File: src/fps_pkg.sv
package fps_pkg;

  localparam int FRAC_BITS = 16;
  localparam int WORD_BITS = 32;
  localparam int ANGLE_W   = 32;
  localparam int OUT_W     = 19;
  localparam int ANG_BITS  = (WORD_BITS < ANGLE_W) ? WORD_BITS : ANGLE_W;

  localparam logic [63:0] PI_Q60     = 64'h3243F6A8885A308D;
  localparam logic [63:0] PI_C       =
    (PI_Q60 + (64'd1 << (59 - FRAC_BITS))) >> (60 - FRAC_BITS);
  localparam logic [63:0] TWO_PI_C   =
    ((PI_Q60 << 1) + (64'd1 << (59 - FRAC_BITS))) >> (60 - FRAC_BITS);
  localparam logic [63:0] HALF_PI_C  =
    (PI_Q60 + (64'd1 << (60 - FRAC_BITS))) >> (61 - FRAC_BITS);

  localparam int RED_W = $clog2(TWO_PI_C) + 2;
  localparam int X_W   = RED_W - 2;
  localparam int Y_W   = $clog2(HALF_PI_C) + 2;
  localparam int POLY_W = FRAC_BITS + 4;

  localparam int MOD_SHIFT = ANGLE_W + 12;
  localparam logic [63:0] MOD_RECIP = ((64'd1 << MOD_SHIFT) / TWO_PI_C) + 64'd1;
  localparam int RECIP_W = $clog2(MOD_RECIP) + 1;
  localparam int PROD_W  = ANGLE_W + RECIP_W;
  localparam int Q_W     = PROD_W - MOD_SHIFT;

  localparam int ONE_C = 1 << FRAC_BITS;
  localparam int S1_C  = -((ONE_C + 3) / 6);
  localparam int S2_C  = (ONE_C + 60) / 120;
  localparam int C1_C  = -((ONE_C + 1) / 2);
  localparam int C2_C  = (ONE_C + 12) / 24;

  typedef struct packed {
    logic signed [Y_W-1:0] y;
    logic                  neg;
  } fps_fold_t;

endpackage

File: src/fps_if.sv


interface fps_trig_if import fps_pkg::*; ();
  logic                    valid;
  logic                    ready;
  logic signed [OUT_W-1:0] sine;
  logic signed [OUT_W-1:0] cosine;

  modport source (output valid, output sine, output cosine, input ready);
  modport sink (input valid, input sine, input cosine, output ready);
  modport mon (input valid, input sine, input cosine, input ready);
endinterface

File: src/fps_poly.sv
module fps_poly import fps_pkg::*; (
  input  logic        clk,
  input  logic        rst,
  input  logic        fold_valid,
  output logic        fold_ready,
  input  fps_fold_t   fold,
  fps_trig_if.source  result
);

  localparam int Depth = 4;

  localparam logic signed [POLY_W-1:0] OneP = POLY_W'(ONE_C);
  localparam logic signed [POLY_W-1:0] S1P  = POLY_W'(S1_C);
  localparam logic signed [POLY_W-1:0] S2P  = POLY_W'(S2_C);
  localparam logic signed [POLY_W-1:0] C1P  = POLY_W'(C1_C);
  localparam logic signed [POLY_W-1:0] C2P  = POLY_W'(C2_C);

  logic [Depth-1:0] vld;
  logic [Depth-1:0] en;

  logic signed [2*Y_W-1:0]      sq;
  logic signed [Y_W-1:0]        y0;
  logic                         neg0;
  logic signed [POLY_W-1:0]     x2_0;

  logic signed [2*POLY_W-1:0]   ms;
  logic signed [2*POLY_W-1:0]   mc;
  logic signed [Y_W-1:0]        y1;
  logic                         neg1;
  logic signed [POLY_W-1:0]     x2_1;
  logic signed [POLY_W-1:0]     ts1;
  logic signed [POLY_W-1:0]     tc1;

  logic signed [2*POLY_W-1:0]   ns;
  logic signed [2*POLY_W-1:0]   nc;
  logic signed [POLY_W-1:0]     cm;
  logic signed [Y_W-1:0]        y2;
  logic signed [POLY_W-1:0]     sp2;
  logic signed [POLY_W-1:0]     c2;

  logic signed [POLY_W+Y_W-1:0] fs;
  logic signed [OUT_W-1:0]      sine3;
  logic signed [OUT_W-1:0]      cosine3;

  always_comb begin
    en[Depth-1] = !vld[Depth-1] || result.ready;
    for (int i = Depth - 2; i >= 0; i--) begin
      en[i] = !vld[i] || en[i+1];
    end
  end

  assign fold_ready = en[0];

  always_ff @(posedge clk) begin
    if (rst) begin
      vld <= '0;
    end else begin
      if (en[0]) begin
        vld[0] <= fold_valid;
      end
      for (int i = 1; i < Depth; i++) begin
        if (en[i]) begin
          vld[i] <= vld[i-1];
        end
      end
    end
  end

  assign sq = fold.y * fold.y;
  assign ms = S2P * x2_0;
  assign mc = C2P * x2_0;
  assign ns = ts1 * x2_1;
  assign nc = tc1 * x2_1;
  assign cm = OneP + POLY_W'(nc >>> FRAC_BITS);
  assign fs = sp2 * y2;

  always_ff @(posedge clk) begin
    if (en[0]) begin
      y0   <= fold.y;
      neg0 <= fold.neg;
      x2_0 <= POLY_W'(sq >>> FRAC_BITS);
    end
    if (en[1]) begin
      y1   <= y0;
      neg1 <= neg0;
      x2_1 <= x2_0;
      ts1  <= POLY_W'(ms >>> FRAC_BITS) + S1P;
      tc1  <= POLY_W'(mc >>> FRAC_BITS) + C1P;
    end
    if (en[2]) begin
      y2  <= y1;
      sp2 <= POLY_W'(ns >>> FRAC_BITS) + OneP;
      c2  <= neg1 ? -cm : cm;
    end
    if (en[3]) begin
      sine3   <= OUT_W'(fs >>> FRAC_BITS);
      cosine3 <= c2[OUT_W-1:0];
    end
  end

  assign result.valid  = vld[Depth-1];
  assign result.sine   = sine3;
  assign result.cosine = cosine3;

endmodule

File: src/flat_wrapper.sv
// flat-port wrapper written by rule: the top's interface ports become plain ports
module fps_poly_flat import fps_pkg::*;
  (clk, rst, fold_valid, fold_ready, fold, result_valid, result_sine, result_cosine, result_ready);
  fps_trig_if result_i ();
  input  logic clk;
  input  logic rst;
  input  logic fold_valid;
  output logic fold_ready;
  input  fps_fold_t fold;
  output wire logic [$bits(result_i.valid)-1:0] result_valid;
  output wire logic [$bits(result_i.sine)-1:0] result_sine;
  output wire logic [$bits(result_i.cosine)-1:0] result_cosine;
  input wire logic [$bits(result_i.ready)-1:0] result_ready;
  assign result_valid = result_i.valid;
  assign result_sine = result_i.sine;
  assign result_cosine = result_i.cosine;
  assign result_i.ready = result_ready;
  fps_poly u_core (.clk(clk), .rst(rst), .fold_valid(fold_valid), .fold_ready(fold_ready), .fold(fold), .result(result_i));
endmodule
File: config.mk
export PLATFORM = sky130hd
export DESIGN_NAME = fps_poly_flat
export DESIGN_NICKNAME = d
export VERILOG_FILES = /design/src/fps_pkg.sv /design/src/fps_if.sv /design/src/fps_poly.sv /design/src/flat_wrapper.sv
export SDC_FILE = /design/constraint.sdc
export NUM_CORES = 2
export LEC_CHECK = 0
export BUFFER_PORTS_ARGS = -buffer_cell sky130_fd_sc_hd__buf_4
export CORE_ASPECT_RATIO = 0.75
export CORE_MARGIN = 1.5
export CORE_UTILIZATION = 35
export DETAILED_ROUTE_END_ITERATION = 10
export SETUP_SLACK_MARGIN = 0.3
export SLEW_MARGIN = 20
export SYNTH_ARGS = -nofsm -noshare
export SYNTH_HDL_FRONTEND = slang
export SYNTH_SLANG_ARGS = --single-unit
File: constraint.sdc
create_clock -name clk -period 12.2 [get_ports clk]
set_clock_uncertainty 0.2 [all_clocks]
set_input_delay 3.05 -clock clk [delete_from_list [all_inputs] [get_ports clk]]
set_output_delay 3.05 -clock clk [all_outputs]
set_load 0.005 [all_outputs]
==> impl_metrics.json <==
{
  "outcome": "finished, final reports clean",
  "cts_hold_buf": 0,
  "dieArea_sq_um": 187000,
  "synth_most_common_cell": "inv_1",
  "port_buffers": 63,
  "clockRootBuffer": "clkbuf_16",
  "slew_violations": 0,
  "max_stage_delay_ps": 740,
  "die_x_um": 498,
  "hold_viol": 0,
  "fin_setup_tns_ps": 0,
  "synth_fp_nets": 8708,
  "dr.pass1.iters": 6,
  "wl_per_cell_um": 18.2,
  "layout.nets": 8588,
  "coreArea_sq_um": 183000,
  "regToRegEndpoint": "u_core.c2[18]",
  "cts_tree": "done",
  "rows": 136,
  "fin_ws_ps": 2490,
  "drv_cap": 0,
  "first_global_vias": 46795,
  "ctsLongestPathBuffers": 3,
  "ys.flop_type": "edfxtp_1",
  "crit_path_start_kind": "input port",
  "yosys.cell_types.count": 82,
  "synth_edf_count": 214,
  "async_reset_ff_share_pct": 0,
  "grt_setup_unrepaired": "false",
  "cts_resized": 0,
  "antenna_found_initial": 7,
  "ant_nets": 0,
  "cp.required_ps": 12370,
  "die_h_um": 374,
  "relSlewSlack_pct": 15.9,
  "arrival_ps": 9880,
  "synth_top_area_share_pct": 47.8,
  "critical_path.most_common_cell": "fa_1",
  "period_share_pct": 79.6,
  "grt_max_degree": 59,
  "ys_ff_latch": 218,
  "yosysTopAreaCell": "fa_1",
  "timing.rr.start": "u_core.tc1[18]",
  "final_layout_size_suffix_gt1_share_pct": 3.01,
  "worstSetupPathType": "in2reg",
  "area_growth_pct": 6.13,
  "cts_setup_buffers": 0,
  "stdcell_count": 8870,
  "crit_start": "fold[19]",
  "ff2ff_path_depth": 32,
  "via_count": 42226,
  "synthesis.area_sq_um": 64400,
  "ys_top_cells_by_area": "fa_1 48%, ha_1 12%, inv_1 10%",
  "ys_seq_area_share_pct": 10.1,
  "cts_sinks": 218,
  "post-dp-hpwl_um": 129000,
  "synth_common_cells": "1,782 x inv_1, 1,537 x fa_1, 754 x nand2_1",
  "cp_max_fo": 36,
  "crit_chain": "buf_4 > and2_1 > fa_1 > fa_1 > fa_1 > fa_1 > inv_1 > fa_1 > inv_1 > fa_1 > ha_1 > ha_1 > and4_1 > a221o_1 > or3_1 > or3_1 > nand3_1 > nand4_1 > nand3_1 > nand2_1 > o41ai_1 > xnor2_1",
  "slowest_stage": "fa_1",
  "path_clk_slew_ps": 70,
  "drt_iter0_drc": 2403,
  "grt.total_usage_pct": 18.0,
  "viasPerCell": 4.76,
  "syn_inst": 6553,
  "critPathCapture": "u_core.x2_0[19]",
  "dp.cells": 8810,
  "fin_crit_ps": 9710,
  "initial_core_util_pct": 35.2,
  "synth_warnings": 0,
  "fmax_ghz": 0.103,
  "htree_levels": 1,
  "place_ws_ps": 1830,
  "setup_viol": 0,
  "tightest_slew_ps": 1260,
  "clock_latency_ps": 630,
  "final_core_util_pct": 37.4,
  "io_pins": 64,
  "cts_inserted_buffers": 26,
  "synth.avg_cell_area_sq_um": 9.83,
  "grt_pass1_wl_um": 264000,
  "grt_remaining_overflow": 0,
  "r2r_setup_slack_ps": 2580,
  "worstSetupEndpointType": "register",
  "place_congestion": 0.902,
  "drc": 0,
  "drt-total-wl_um": 161000,
  "hold_path_class": "reg2reg"
}
[layout make-up]
type                            count  area (sq um)
Fill cell                       18115        115000
Antenna cell                        2          5.00
Clock inverter                     17           234
Multi-Input combinational cell   4282         50200
Clock buffer                       31           669
Sequential cell                   218          6510
Timing Repair Buffer              123          1030
Inverter                         1782          6690
Tap cell                         2415          3020
[layer usage]
metal | global-route usage [%] | vias up | share of wire, %
met5 | 0 | - | 0
met4 | 2.59 | 0 | 1.2
met3 | 3.48 | 113 | 7.1
met2 | 28.4 | 1091 | 45
met1 | 26.2 | 22124 | 47
li1 | - | 18898 | -
[cells in the final DEF, fill, tap and decap left out, drive strengths merged, types with 26 or more instances in the layout]
master,instances
a21o,32
a21oi,81
and2,542
buf,121
clkbuf,33
edfxtp,214
fa,1537
ha,594
inv,1782
nand2,754
nand2b,59
nand3,35
nor2,113
nor2b,26
nor3,36
o21a,27
o21ai,53
xnor2,159
xor2,47
[per-stage QoR]
stage	hold WS [ps]	instance area, sq um
5_1_grt	227	68300
4_1_cts	218	68200
2_1_floorplan	200	64400
6_report	219	68300
3_3_place_gp	203	67200
3_5_place_dp	205	67200
[worst min-delay path by stage]
stage,startpoint,to,slack (ps),cells after the start
6_report,u_core.c2[2],u_core.result.cosine[2],220,0
5_1_grt,u_core.y1[10],u_core.y2[10],230,0
4_1_cts,u_core.y1[5],u_core.y2[5],220,0
3_5_place_dp,u_core.y0[15],u_core.y1[15],200,0
3_3_place_gp,u_core.y1[8],u_core.y2[8],200,0
2_1_floorplan,u_core.neg0,u_core.neg1,200,0
[state kept, by name, summed over array words and instances, names as in the netlist, 4 cells and up]
| register | cells |
|---|---|
| u_core.x2_1 | 20 |
| u_core.tc1 | 18 |
| u_core.c2 | 19 |
| u_core.result.cosine | 19 |
| u_core.y2 | 19 |
| u_core.sp2 | 20 |
| u_core.ts1 | 20 |
| u_core.result.sine | 19 |
| u_core.y0 | 19 |
| u_core.y1 | 19 |
| u_core.x2_0 | 20 |
| u_core.vld | 4 |
[critical path: cells and delay by family]
kind                       cells  cell delay, ps
buffers and inverters          3             360
xor gates and xnor gates       1             100
adders and majority gates      8            3870
AOI/OAI and AO/OA              2             700
and+or+nand+nor                8            1750
[cells by family (layout without fill, tap and decap cells)]
kind of cell               after synthesis  count (layout)  synth area share, %
buffers and inverters                 2053            1953                 12.0
adders and majority gates             2131            2131                 59.3
xor gates and xnor gates               206             206                 2.80
DFF                                    218             218                 10.1
other                                    0               2                    0
AOI/OAI and AO/OA                      311             311                 3.33
muxes                                    4               4               0.0661
and+or+nand+nor                       1630            1630                 12.4
Power is not shown: default switching activity piles up to over one toggle a cycle in this logic, so the estimate is an artifact.
