## src/fps_pkg.sv

```systemverilog
package fps_pkg;

  localparam int FRAC_BITS = 16;
  localparam int WORD_BITS = 32;
  localparam int ANGLE_W   = 32;
  localparam int OUT_W     = 19;
  localparam int ANG_BITS  = (WORD_BITS < ANGLE_W) ? WORD_BITS : ANGLE_W;

  localparam logic [63:0] PI_Q60     = 64'h3243F6A8885A308D;
  localparam logic [63:0] PI_C       =
    (PI_Q60 + (64'd1 << (59 - FRAC_BITS))) >> (60 - FRAC_BITS);
  localparam logic [63:0] TWO_PI_C   =
    ((PI_Q60 << 1) + (64'd1 << (59 - FRAC_BITS))) >> (60 - FRAC_BITS);
  localparam logic [63:0] HALF_PI_C  =
    (PI_Q60 + (64'd1 << (60 - FRAC_BITS))) >> (61 - FRAC_BITS);

  localparam int RED_W = $clog2(TWO_PI_C) + 2;
  localparam int X_W   = RED_W - 2;
  localparam int Y_W   = $clog2(HALF_PI_C) + 2;
  localparam int POLY_W = FRAC_BITS + 4;

  localparam int MOD_SHIFT = ANGLE_W + 12;
  localparam logic [63:0] MOD_RECIP = ((64'd1 << MOD_SHIFT) / TWO_PI_C) + 64'd1;
  localparam int RECIP_W = $clog2(MOD_RECIP) + 1;
  localparam int PROD_W  = ANGLE_W + RECIP_W;
  localparam int Q_W     = PROD_W - MOD_SHIFT;

  localparam int ONE_C = 1 << FRAC_BITS;
  localparam int S1_C  = -((ONE_C + 3) / 6);
  localparam int S2_C  = (ONE_C + 60) / 120;
  localparam int C1_C  = -((ONE_C + 1) / 2);
  localparam int C2_C  = (ONE_C + 12) / 24;

  typedef struct packed {
    logic signed [Y_W-1:0] y;
    logic                  neg;
  } fps_fold_t;

endpackage

```

## src/fps_if.sv

```systemverilog
interface fps_angle_if import fps_pkg::*; ();
  logic                      valid;
  logic                      ready;
  logic signed [ANGLE_W-1:0] angle;

  modport source (output valid, output angle, input ready);
  modport sink (input valid, input angle, output ready);
  modport mon (input valid, input angle, input ready);
endinterface


```

## src/fps_reduce.sv

```systemverilog
module fps_reduce import fps_pkg::*; (
  input  logic       clk,
  input  logic       rst,
  fps_angle_if.sink  operand,
  output logic       fold_valid,
  input  logic       fold_ready,
  output fps_fold_t  fold
);

  localparam int Depth = 4;

  localparam logic signed [RECIP_W-1:0] RecipS  = RECIP_W'(MOD_RECIP);
  localparam logic signed [RED_W-1:0]   TwoPiS  = RED_W'(TWO_PI_C);
  localparam logic signed [RED_W-1:0]   PiS     = RED_W'(PI_C);
  localparam logic signed [RED_W-1:0]   HalfPiS = RED_W'(HALF_PI_C);

  logic [Depth-1:0] vld;
  logic [Depth-1:0] en;

  logic signed [ANGLE_W-1:0]     a_in;
  logic signed [PROD_W-1:0]      prod_in;
  logic signed [ANGLE_W-1:0]     a0;
  logic signed [PROD_W-1:0]      prod0;

  logic signed [Q_W-1:0]         quo;
  logic signed [Q_W+RED_W-1:0]   qt;
  logic signed [Q_W+RED_W-1:0]   diff;
  logic signed [RED_W-1:0]       rem1;

  logic signed [RED_W-1:0]       corr;
  logic [X_W-1:0]                x2r;

  logic signed [RED_W-1:0]       xs;
  logic signed [RED_W-1:0]       y_full;
  logic                          neg_next;
  fps_fold_t                     fold3;

  always_comb begin
    en[Depth-1] = !vld[Depth-1] || fold_ready;
    for (int i = Depth - 2; i >= 0; i--) begin
      en[i] = !vld[i] || en[i+1];
    end
  end

  assign operand.ready = en[0];

  always_ff @(posedge clk) begin
    if (rst) begin
      vld <= '0;
    end else begin
      if (en[0]) begin
        vld[0] <= operand.valid;
      end
      for (int i = 1; i < Depth; i++) begin
        if (en[i]) begin
          vld[i] <= vld[i-1];
        end
      end
    end
  end

  assign a_in    = ANGLE_W'(signed'(operand.angle[ANG_BITS-1:0]));
  assign prod_in = a_in * RecipS;

  assign quo  = prod0[PROD_W-1:MOD_SHIFT];
  assign qt   = quo * TwoPiS;
  assign diff = (Q_W + RED_W)'(a0) - qt;

  always_comb begin
    if (rem1 < 0) begin
      corr = rem1 + TwoPiS;
    end else if (rem1 >= TwoPiS) begin
      corr = rem1 - TwoPiS;
    end else begin
      corr = rem1;
    end
  end

  always_comb begin
    xs = signed'(RED_W'(x2r));
    if (xs <= HalfPiS) begin
      y_full   = xs;
      neg_next = 1'b0;
    end else if (xs <= PiS) begin
      y_full   = PiS - xs;
      neg_next = 1'b1;
    end else if (xs < TwoPiS - HalfPiS) begin
      y_full   = TwoPiS - PiS - xs;
      neg_next = 1'b1;
    end else begin
      y_full   = xs - TwoPiS;
      neg_next = 1'b0;
    end
  end

  always_ff @(posedge clk) begin
    if (en[0]) begin
      a0    <= a_in;
      prod0 <= prod_in;
    end
    if (en[1]) begin
      rem1 <= diff[RED_W-1:0];
    end
    if (en[2]) begin
      x2r <= corr[X_W-1:0];
    end
    if (en[3]) begin
      fold3.y   <= y_full[Y_W-1:0];
      fold3.neg <= neg_next;
    end
  end

  assign fold_valid = vld[Depth-1];
  assign fold       = fold3;

endmodule

```

## src/flat_wrapper.sv

```systemverilog
// flat-port wrapper written by rule: the top's interface ports become plain ports
module fps_reduce_flat import fps_pkg::*;
  (clk, rst, fold_valid, fold_ready, fold, operand_valid, operand_angle, operand_ready);
  fps_angle_if operand_i ();
  input  logic clk;
  input  logic rst;
  output logic fold_valid;
  input  logic fold_ready;
  output fps_fold_t fold;
  input wire logic [$bits(operand_i.valid)-1:0] operand_valid;
  input wire logic [$bits(operand_i.angle)-1:0] operand_angle;
  output wire logic [$bits(operand_i.ready)-1:0] operand_ready;
  assign operand_i.valid = operand_valid;
  assign operand_i.angle = operand_angle;
  assign operand_ready = operand_i.ready;
  fps_reduce u_core (.clk(clk), .rst(rst), .operand(operand_i), .fold_valid(fold_valid), .fold_ready(fold_ready), .fold(fold));
endmodule
```

## config.mk

```make
export PLATFORM = sky130hd
export DESIGN_NAME = fps_reduce_flat
export DESIGN_NICKNAME = d
export VERILOG_FILES = /design/src/fps_pkg.sv /design/src/fps_if.sv /design/src/fps_reduce.sv /design/src/flat_wrapper.sv
export SDC_FILE = /design/constraint.sdc
export NUM_CORES = 1
export LEC_CHECK = 0
export ABC_AREA = 0
export BUFFER_PORTS_ARGS = -buffer_cell sky130_fd_sc_hd__clkbuf_2
export CAP_MARGIN = 10
export CORE_MARGIN = 2
export CORE_UTILIZATION = 50
export CTS_CLUSTER_DIAMETER = 100
export DETAILED_ROUTE_END_ITERATION = 8
export PLACE_DENSITY = 0.7
export SYNTH_ARGS = -nofsm -noshare
export SYNTH_HDL_FRONTEND = slang
export SYNTH_SLANG_ARGS = --single-unit
```

## constraint.sdc

```tcl
create_clock -name clk -period 9 [get_ports clk]
set_input_delay 1.8 -clock clk [delete_from_list [all_inputs] [get_ports clk]]
set_output_delay 1.8 -clock clk [all_outputs]
set_load 0.05 [all_outputs]
```

==> out/metrics.cfg, run 1 <==
[finish]
antennaDiodeCount=0
drive_gt1_frac=0.0499
multi_input_comb_area_um2=18700
fillCellCount=4328
nNetsFinal=3486
seqCellArea_um2=2960
area_growth_syn_to_layout_pct=6.27

[sta]
worst_slack_ps=501
fin_crit_sh=0.944
rsz0062_at_grt=false
min_period_ps=8500
finalHoldViolCount=0
fin_setup_tns_ps=0
worst_pin_slew_ps=825
fmax_ghz=0.118
fin_worst_skew_ps=5.96
setup_viol=0
holdWs_ps=497
final_max_slew_viol_count=0
relSlewSlack=0.449

[floorplan]
rows=81
dieWidth_um=227
start_util=0.507
io_pins=58
core_area_um2=49100
fp.dieH_um=227
dieArea_um2=51500

[critical_path]
timing.critical_path.mode_cell=fa_1
critical_path_required_ps=9080
worst_path_largest_cell_delay_ps=540
cp-start-kind=input pin
cp-end-kind=register
crit_path_top_delay_cell=fa_1
cp_num_buf_inv=8
path_class=in2reg
crit_arrival_ps=8580
critPathMaxFanout=8
cp_top_family=adder cells
reg2reg_slack_ps=2830

[detailed_routing]
ant_nets=0
num_vias=17100
firstDrtPassIters=5
detail_route.vias_per_cell=5.22
wl_mm=62.9
wl_per_cell_um=19.2
drc=0
drt_iter0_markers=1021

[synth]
yosys.area.top_type=fa_1
synthDominantCellAreaShare=0.383
yosys_warnings=0
seq_area_frac_synth=0.119
synth_common_cells=inv_1 (813), fa_1 (476), ha_1 (374), a21oi_1 (107), edfxtp_1 (96)
syn_area_per_cell_um2=9.82
syn_inst=2530
synth.distinct_cells=69
syn-cell-area_um2=24900
synth_edf_count=96
synthesis.nets=3416
synth-seq-cells=100
synthMostInstantiatedCell=inv_1
yosys_most_used_dff=edfxtp_1
synth_area_leaders=fa_1 (38%), ha_1 (19%), inv_1 (12%)
async_flop_share=0

[global_routing]
grt_pass1_vias=18500
grt_pass1_wl_mm=100
grtUsageMet1=0.329
grt_usage=0.256
overflow=0
grt-busiest-layer=met2
antenna_found_initial=0
met2_usage=0.453
met3_usage=0.0316
grt_max_degree=37

[clocking]
post_cts_buffers=0
ctsHoldBuffers=0
clk_latency_ps=350
clockBufferDepth=2
cts_buffers=9
cts_max_level=3
clock-sinks=100
post_cts_resized=0
root_buffer=clkbuf_16
cts_tree=built
clkTransAtPathRegs_ps=70

[placed_design]
gp_congestion=0.999
dp_hpwl_mm=56.7
post-place-ws_ps=193
port_buffers=57

[min_path]
hold_class=reg2reg

[run]
cap_violations=0

[status]
status=complete, no violations

flip-flops by register name, indices dropped and copies added (netlist names):
signal        flops
u_core.rem1      21
u_core.fold      20
u_core.a0        19
u_core.x2r       19
u_core.prod0     17
u_core.vld        4
kinds of logic after synthesis:
logic type                 synth area share
and+or+nand+nor                      0.0582
muxes                               0.00292
DFF                                   0.119
AOI/OAI and AO/OA                    0.0789
buffers and inverters                 0.128
adders and majority gates             0.572
xor gates and xnor gates             0.0409
through the flow:
| step | std cells | utilization | cell area (µm²) |
|---|---|---|---|
| CTS | 3269 | 0.538 | 26400 |
| global route | 3269 | 0.538 | 26400 |
| floorplan | 2530 | - | 24900 |
| global placement | 3253 | 0.532 | 26100 |
| finish | 3269 | 0.538 | 26400 |
| detailed placement | 3253 | 0.532 | 26100 |
cell usage in the layout, fill, tap and decap left out, drive strengths merged, types with 36 or more instances in the layout:
cell type    n
clkbuf      66
a21oi      108
xnor2       80
nor2        88
nand2       80
xor2        36
o21ai       61
edfxtp      96
ha         374
inv        815
fa         476
final cells by class:
class,instances,area share
clock buffer,9,0.00853
clock inverter,7,0.00365
inverter,814,0.116
multi-input combinational,1586,0.709
sequential,100,0.112
tap,664,0.0315
timing repair buffer,89,0.0199
metal layers:
metal | vias to the layer above | routed length (µm)
li1 | 7965 | -
met1 | 8566 | 26300
met2 | 447 | 31500
met3 | 92 | 3050
met4 | 0 | 2020
met5 | - | 0
worst min-delay path, delay by kind of cell (launching register included):
kind | cells | cell delay (ps)
AND/OR/NAND/NOR | 1 | 90
AO/OA/AOI/OAI | 1 | 40
flip-flops | 1 | 330
worst paths after layout:
path / from / endpoint / depth (start not counted)
hold / removal: u_core.vld[1] / u_core.vld[2] / 2
hold reg to reg: u_core.vld[1] / u_core.vld[2] / 2
setup reg to reg: u_core.prod0[49] / u_core.rem1[19] / 20
setup / recovery: operand_angle[22] / u_core.prod0[56] / 25
Power of run 1 is left out: the tool's default activity adds up to more than one toggle a clock period on the data nets, which glitch-free logic cannot reach.
==> run 2: changes to the inputs <==
Clock period 9 ns to 10.5 ns, I/O delays scaled along.
==> run 2 against run 1 <==
- first-iteration DRC count is 15% higher
- flip-flop and latch count did not move
- clock skew rose by 0.84 ps
- global-route usage fell by 0.47 points
- worst setup slack better by 380 ps
- design area decreased by 0.75%
- non-clock buffer count shrank 25
- via count down 0.32%
- register-to-register slack improved by 1500 ps
- highest routed layer unchanged
==> out/metrics.cfg, run 2 (synthesis results as in run 1) <==
[clocking]
post_cts_buffers=0  ; unchanged
ctsHoldBuffers=0  ; unchanged
clock-sinks=100  ; unchanged
cts_max_level=3  ; unchanged
root_buffer=clkbuf_16
cts_buffers=9  ; unchanged
post_cts_resized=0  ; unchanged
clk_latency_ps=360  ; about the same
clkTransAtPathRegs_ps=80  ; about the same
clockBufferDepth=2  ; unchanged
cts_tree=built

[floorplan]
dieWidth_um=227  ; unchanged
dieArea_um2=51500  ; unchanged
fp.dieH_um=227  ; unchanged
start_util=0.507  ; unchanged
rows=81  ; unchanged
io_pins=58  ; unchanged
core_area_um2=49100  ; unchanged

[sta]
min_period_ps=9620
setup_viol=0  ; unchanged
rsz0062_at_grt=false
fin_crit_sh=0.916
fin_worst_skew_ps=6.80  ; +0.839 ps
relSlewSlack=0.441  ; -0.00801
fmax_ghz=0.104
final_max_slew_viol_count=0  ; unchanged
finalHoldViolCount=0  ; unchanged
worst_pin_slew_ps=830  ; +5.24 ps
fin_setup_tns_ps=0  ; unchanged

[finish]
largest_reg_flops=21  ; unchanged
nNetsFinal=3461  ; -0.72%
antennaDiodeCount=0  ; unchanged
layout_commonest_cell=inv_1
final_cells=3244  ; -0.76%
final_cell_mix=inv_1 (813), fa_1 (476), ha_1 (374), a21oi_1 (107), edfxtp_1 (96)
drive_gt1_frac=0.0407  ; -0.00921
largest-register=u_core.rem1
area_growth_syn_to_layout_pct=5.47
final_cell_area_um2=26200  ; -0.75%
finish.utilization=0.534  ; -0.00403

[placed_design]
placed_area_um2=25900  ; -0.72%
gp_congestion=1.01  ; +0.82%
dp_hpwl_mm=55.5  ; -2.1%
dpl.cell_count=3228  ; -0.77%
port_buffers=57  ; unchanged

[status]
status=complete, no violations

[detailed_routing]
drt_iter0_markers=1176  ; +15%
firstDrtPassIters=5  ; unchanged
wl_mm=62.2  ; -1.1%
detail_route.vias_per_cell=5.25  ; +0.45%
wl_per_cell_um=19.2  ; -0.37%
drc=0  ; unchanged
ant_nets=0  ; unchanged
num_vias=17000  ; -0.32%

[critical_path]
cp-end-kind=register
critical_path_required_ps=10660  ; +1580 ps
cp-startpoint=operand_angle[30]
critPathMaxFanout=13  ; +5
cp-start-kind=input pin
r2r_start=u_core.prod0[49]
path_class=in2reg
crit_arrival_ps=9780  ; +1200 ps

[global_routing]
antenna_found_initial=0  ; unchanged
overflow=0  ; unchanged
grt_pass1_vias=18400  ; -0.96%
grt_pass1_wl_mm=98.3  ; -2.0%
grt_usage=0.252  ; -0.00466
grt_max_degree=37  ; unchanged

[min_path]
hold_class=reg2reg
hp-start=u_core.vld[1]

[run]
cap_violations=0  ; unchanged

## run 2: final cells by class
cell class                      instances  area [µm²]
Clock buffer                            9         225
Timing Repair Buffer                   64         338
Fill cell                            4387       22800
Inverter                              814        3060
Tap cell                              664         831
Clock inverter                          7        86.3
Sequential cell                       100        2960
Multi-Input combinational cell       1586       18700
## run 2: final timing paths
path	end	slack, ps	cells after the start
max reg2reg	u_core.rem1[19]	4310	20
max	u_core.prod0[56]	880	23
min	u_core.vld[2]	470	2
min reg2reg	u_core.vld[2]	470	2
## run 2: worst max-delay path: stages
cell      delay [ps]
clkbuf_2         310
inv_1            290
ha_1             480
xnor2_1          210
fa_1             580
inv_1             80
fa_1             470
fa_1             540
inv_1             50
fa_1             520
fa_1             500
inv_1             50
fa_1             530
inv_1             70
ha_1             350
a21oi_1          380
nand3_1          140
a31o_2           280
a31oi_1          260
o21ai_0          340
a221oi_1         510
or4b_2           620
o311ai_0         120
## run 2: stage by stage
stage | hold slack [ps] | setup slack, ps
6_report | 469 | 877
5_1_grt | 496 | 606
4_1_cts | 476 | 956
3_5_place_dp | 457 | 605
3_3_place_gp | 450 | 681
2_1_floorplan | 429 | 1840
## run 2: layer usage
metal  up-vias  track usage  routed length, µm
li1       7927            -                  -
met1      8505        0.328              26100
met2       493        0.434              30600
met3        91       0.0356               3340
met4         0       0.0812               2070
met5         -            0                  0
Power of run 2 is left out for the same reason.
==> run 3: changes to the inputs <==
Settings changed: ABC_CLOCK_PERIOD_IN_PS set to 10500, CORE_UTILIZATION 50 to 40, CTS_BUF_LIST set to sky130_fd_sc_hd__clkbuf_8, PLACE_DENSITY 0.7 to 0.59.
==> run 3 against run 2 <==
- utilization fell by 11 points
- flip-flop and latch count did not move
- non-clock buffer count fell by 1
- worst setup slack improved by 330 ps
- register-to-register slack improved by 30 ps
- via count fell by 1.5%
- first-iteration DRC count rose by 11%
- largest cell class unchanged
==> out/metrics.cfg, run 3 (synthesis results as in run 1) <==
[global_routing]
grt_pass1_wl_mm=100  ; +1.8%
grt_usage=0.205  ; -0.0469
antenna_found_initial=0  ; unchanged
grt_max_degree=38  ; +2.7%
overflow=0  ; unchanged
grt_pass1_vias=17900  ; -2.2%

[min_path]
hold_class=reg2reg

[status]
status=complete, no violations

[critical_path]
path_class=in2reg
crit_arrival_ps=9490  ; -290 ps
cp_num_buf_inv=6  ; unchanged
cp-end-kind=register
critPathMaxFanout=13  ; unchanged
crit_path_top_delay_cell=or4b_2
timing.critical_path.mode_cell=fa_1
cp_top_family=adder cells
cp-start-kind=input pin
worstPathCellList=clkbuf_2, inv_1, ha_1, xnor2_1, fa_1, inv_1, fa_1, fa_1, inv_1, fa_1, fa_1, inv_1, fa_1, inv_1, ha_1, a21oi_1, nand3_1, a31o_2, a31oi_1, o21ai_0, a221oi_1, or4b_2, o311ai_0
worst_path_largest_cell_delay_ps=610  ; about the same
critical_path_required_ps=10690  ; +30 ps

[clocking]
post_cts_buffers=0  ; unchanged
clockBufferDepth=2  ; unchanged
root_buffer=clkbuf_8
clkTransAtPathRegs_ps=110  ; +30 ps
clock-sinks=100  ; unchanged
cts_tree=built
post_cts_resized=0  ; unchanged
cts_buffers=9  ; unchanged
clk_latency_ps=430  ; +70 ps
cts_max_level=3  ; unchanged
ctsHoldBuffers=0  ; unchanged

[finish]
antennaDiodeCount=0  ; unchanged
layout_commonest_cell=inv_1
largest_reg_flops=21  ; unchanged
area_growth_syn_to_layout_pct=5.84
final_cells=3416  ; +5.3%
nNetsFinal=3460  ; -0.029%
largest-register=u_core.rem1
drive_gt1_frac=0.0403  ; -0.000372
final_cell_mix=inv_1 (813), fa_1 (476), ha_1 (374), a21oi_1 (107), edfxtp_1 (96)

[placed_design]
port_buffers=57  ; unchanged
gp_congestion=0.987  ; -2.0%
dp_hpwl_mm=55.9  ; +0.63%
post-place-ws_ps=792  ; +187 ps
dpl.cell_count=3400  ; +5.3%

[detailed_routing]
wl_per_cell_um=18.4  ; -4.2%
firstDrtPassIters=5  ; unchanged
drc=0  ; unchanged
wl_mm=62.8  ; +0.91%
ant_nets=0  ; unchanged
num_vias=16800  ; -1.5%
detail_route.vias_per_cell=4.91  ; -6.5%
drt_iter0_markers=1300  ; +11%

[floorplan]
rows=91  ; +12%
start_util=0.403  ; -0.103
core_area_um2=61600  ; +26%
io_pins=58  ; unchanged
dieArea_um2=64100  ; +25%
dieWidth_um=253  ; +12%
fp.dieH_um=253  ; +12%

[run]
cap_violations=0  ; unchanged

[sta]
fin_crit_sh=0.885  ; -0.0311
worst_slack_ps=1200  ; +326 ps
worst_pin_slew_ps=888  ; +58.0 ps
finalHoldViolCount=0  ; unchanged
fin_worst_skew_ps=29.2  ; +22.4 ps
final_max_slew_viol_count=0  ; unchanged
relSlewSlack=0.407  ; -0.0341
min_period_ps=9300  ; -326 ps
holdWs_ps=479  ; +10.6 ps
fin_setup_tns_ps=0  ; unchanged
rsz0062_at_grt=false
fmax_ghz=0.108  ; +3.5%
setup_viol=0  ; unchanged

run 3: cell types whose count changed in the layout (fill, tap and decap cells not counted), sizes merged:
cell / previous run / this run
buf: 7 / 6
clkbuf: 66 / 67
clkinv: 3 / 2
clkinvlp: 0 / 3
inv: 818 / 815
run 3: worst reg2reg max path, stage by stage (launching register included):
cell	delay (ps)
edfxtp_1	520
inv_1	150
fa_1	610
inv_1	150
fa_1	430
fa_1	490
inv_1	40
ha_1	290
fa_1	540
inv_1	50
fa_1	490
ha_1	370
a21o_1	180
a21oi_1	130
o21ai_0	150
a31oi_1	230
o21ai_0	150
or4_1	460
a31o_2	250
a21oi_1	170
xnor2_1	80
run 3: worst paths after layout:
check,depth (start not counted),slack (ps),start,endpoint
worst min-delay path,2,480,u_core.vld[1],u_core.vld[2]
worst min register to register,2,480,u_core.vld[1],u_core.vld[2]
worst max-delay path,23,1200,operand_angle[30],u_core.prod0[56]
worst max register to register,20,4340,u_core.prod0[49],u_core.rem1[19]
run 3: area by class of cell:
class | instances | area, µm²
multi-input cells | 1586 | 18700
repair buffers | 63 | 330
inverters | 814 | 3060
flip-flops and latches | 100 | 2960
clock buffers | 10 | 138
fillers | 5922 | 35300
well taps | 837 | 1050
clock inverters | 6 | 56.3
run 3: routing by layer:
layer / vias to the layer above / global-route usage / part of all wire
met3: 57 / 0.0316 / 0.049
met2: 419 / 0.347 / 0.48
met4: 0 / 0.0411 / 0.019
li1: 7898 / - / -
met5: - / 0 / 0
met1: 8384 / 0.278 / 0.45
run 3: stage by stage:
stage	area (µm²)	utilization
after floorplan	24900	-
final	26300	0.427
after CTS	26300	0.427
after global placement	26100	0.424
after detailed placement	26100	0.424
after global routing	26300	0.427
Power of run 3 is left out for the same reason.
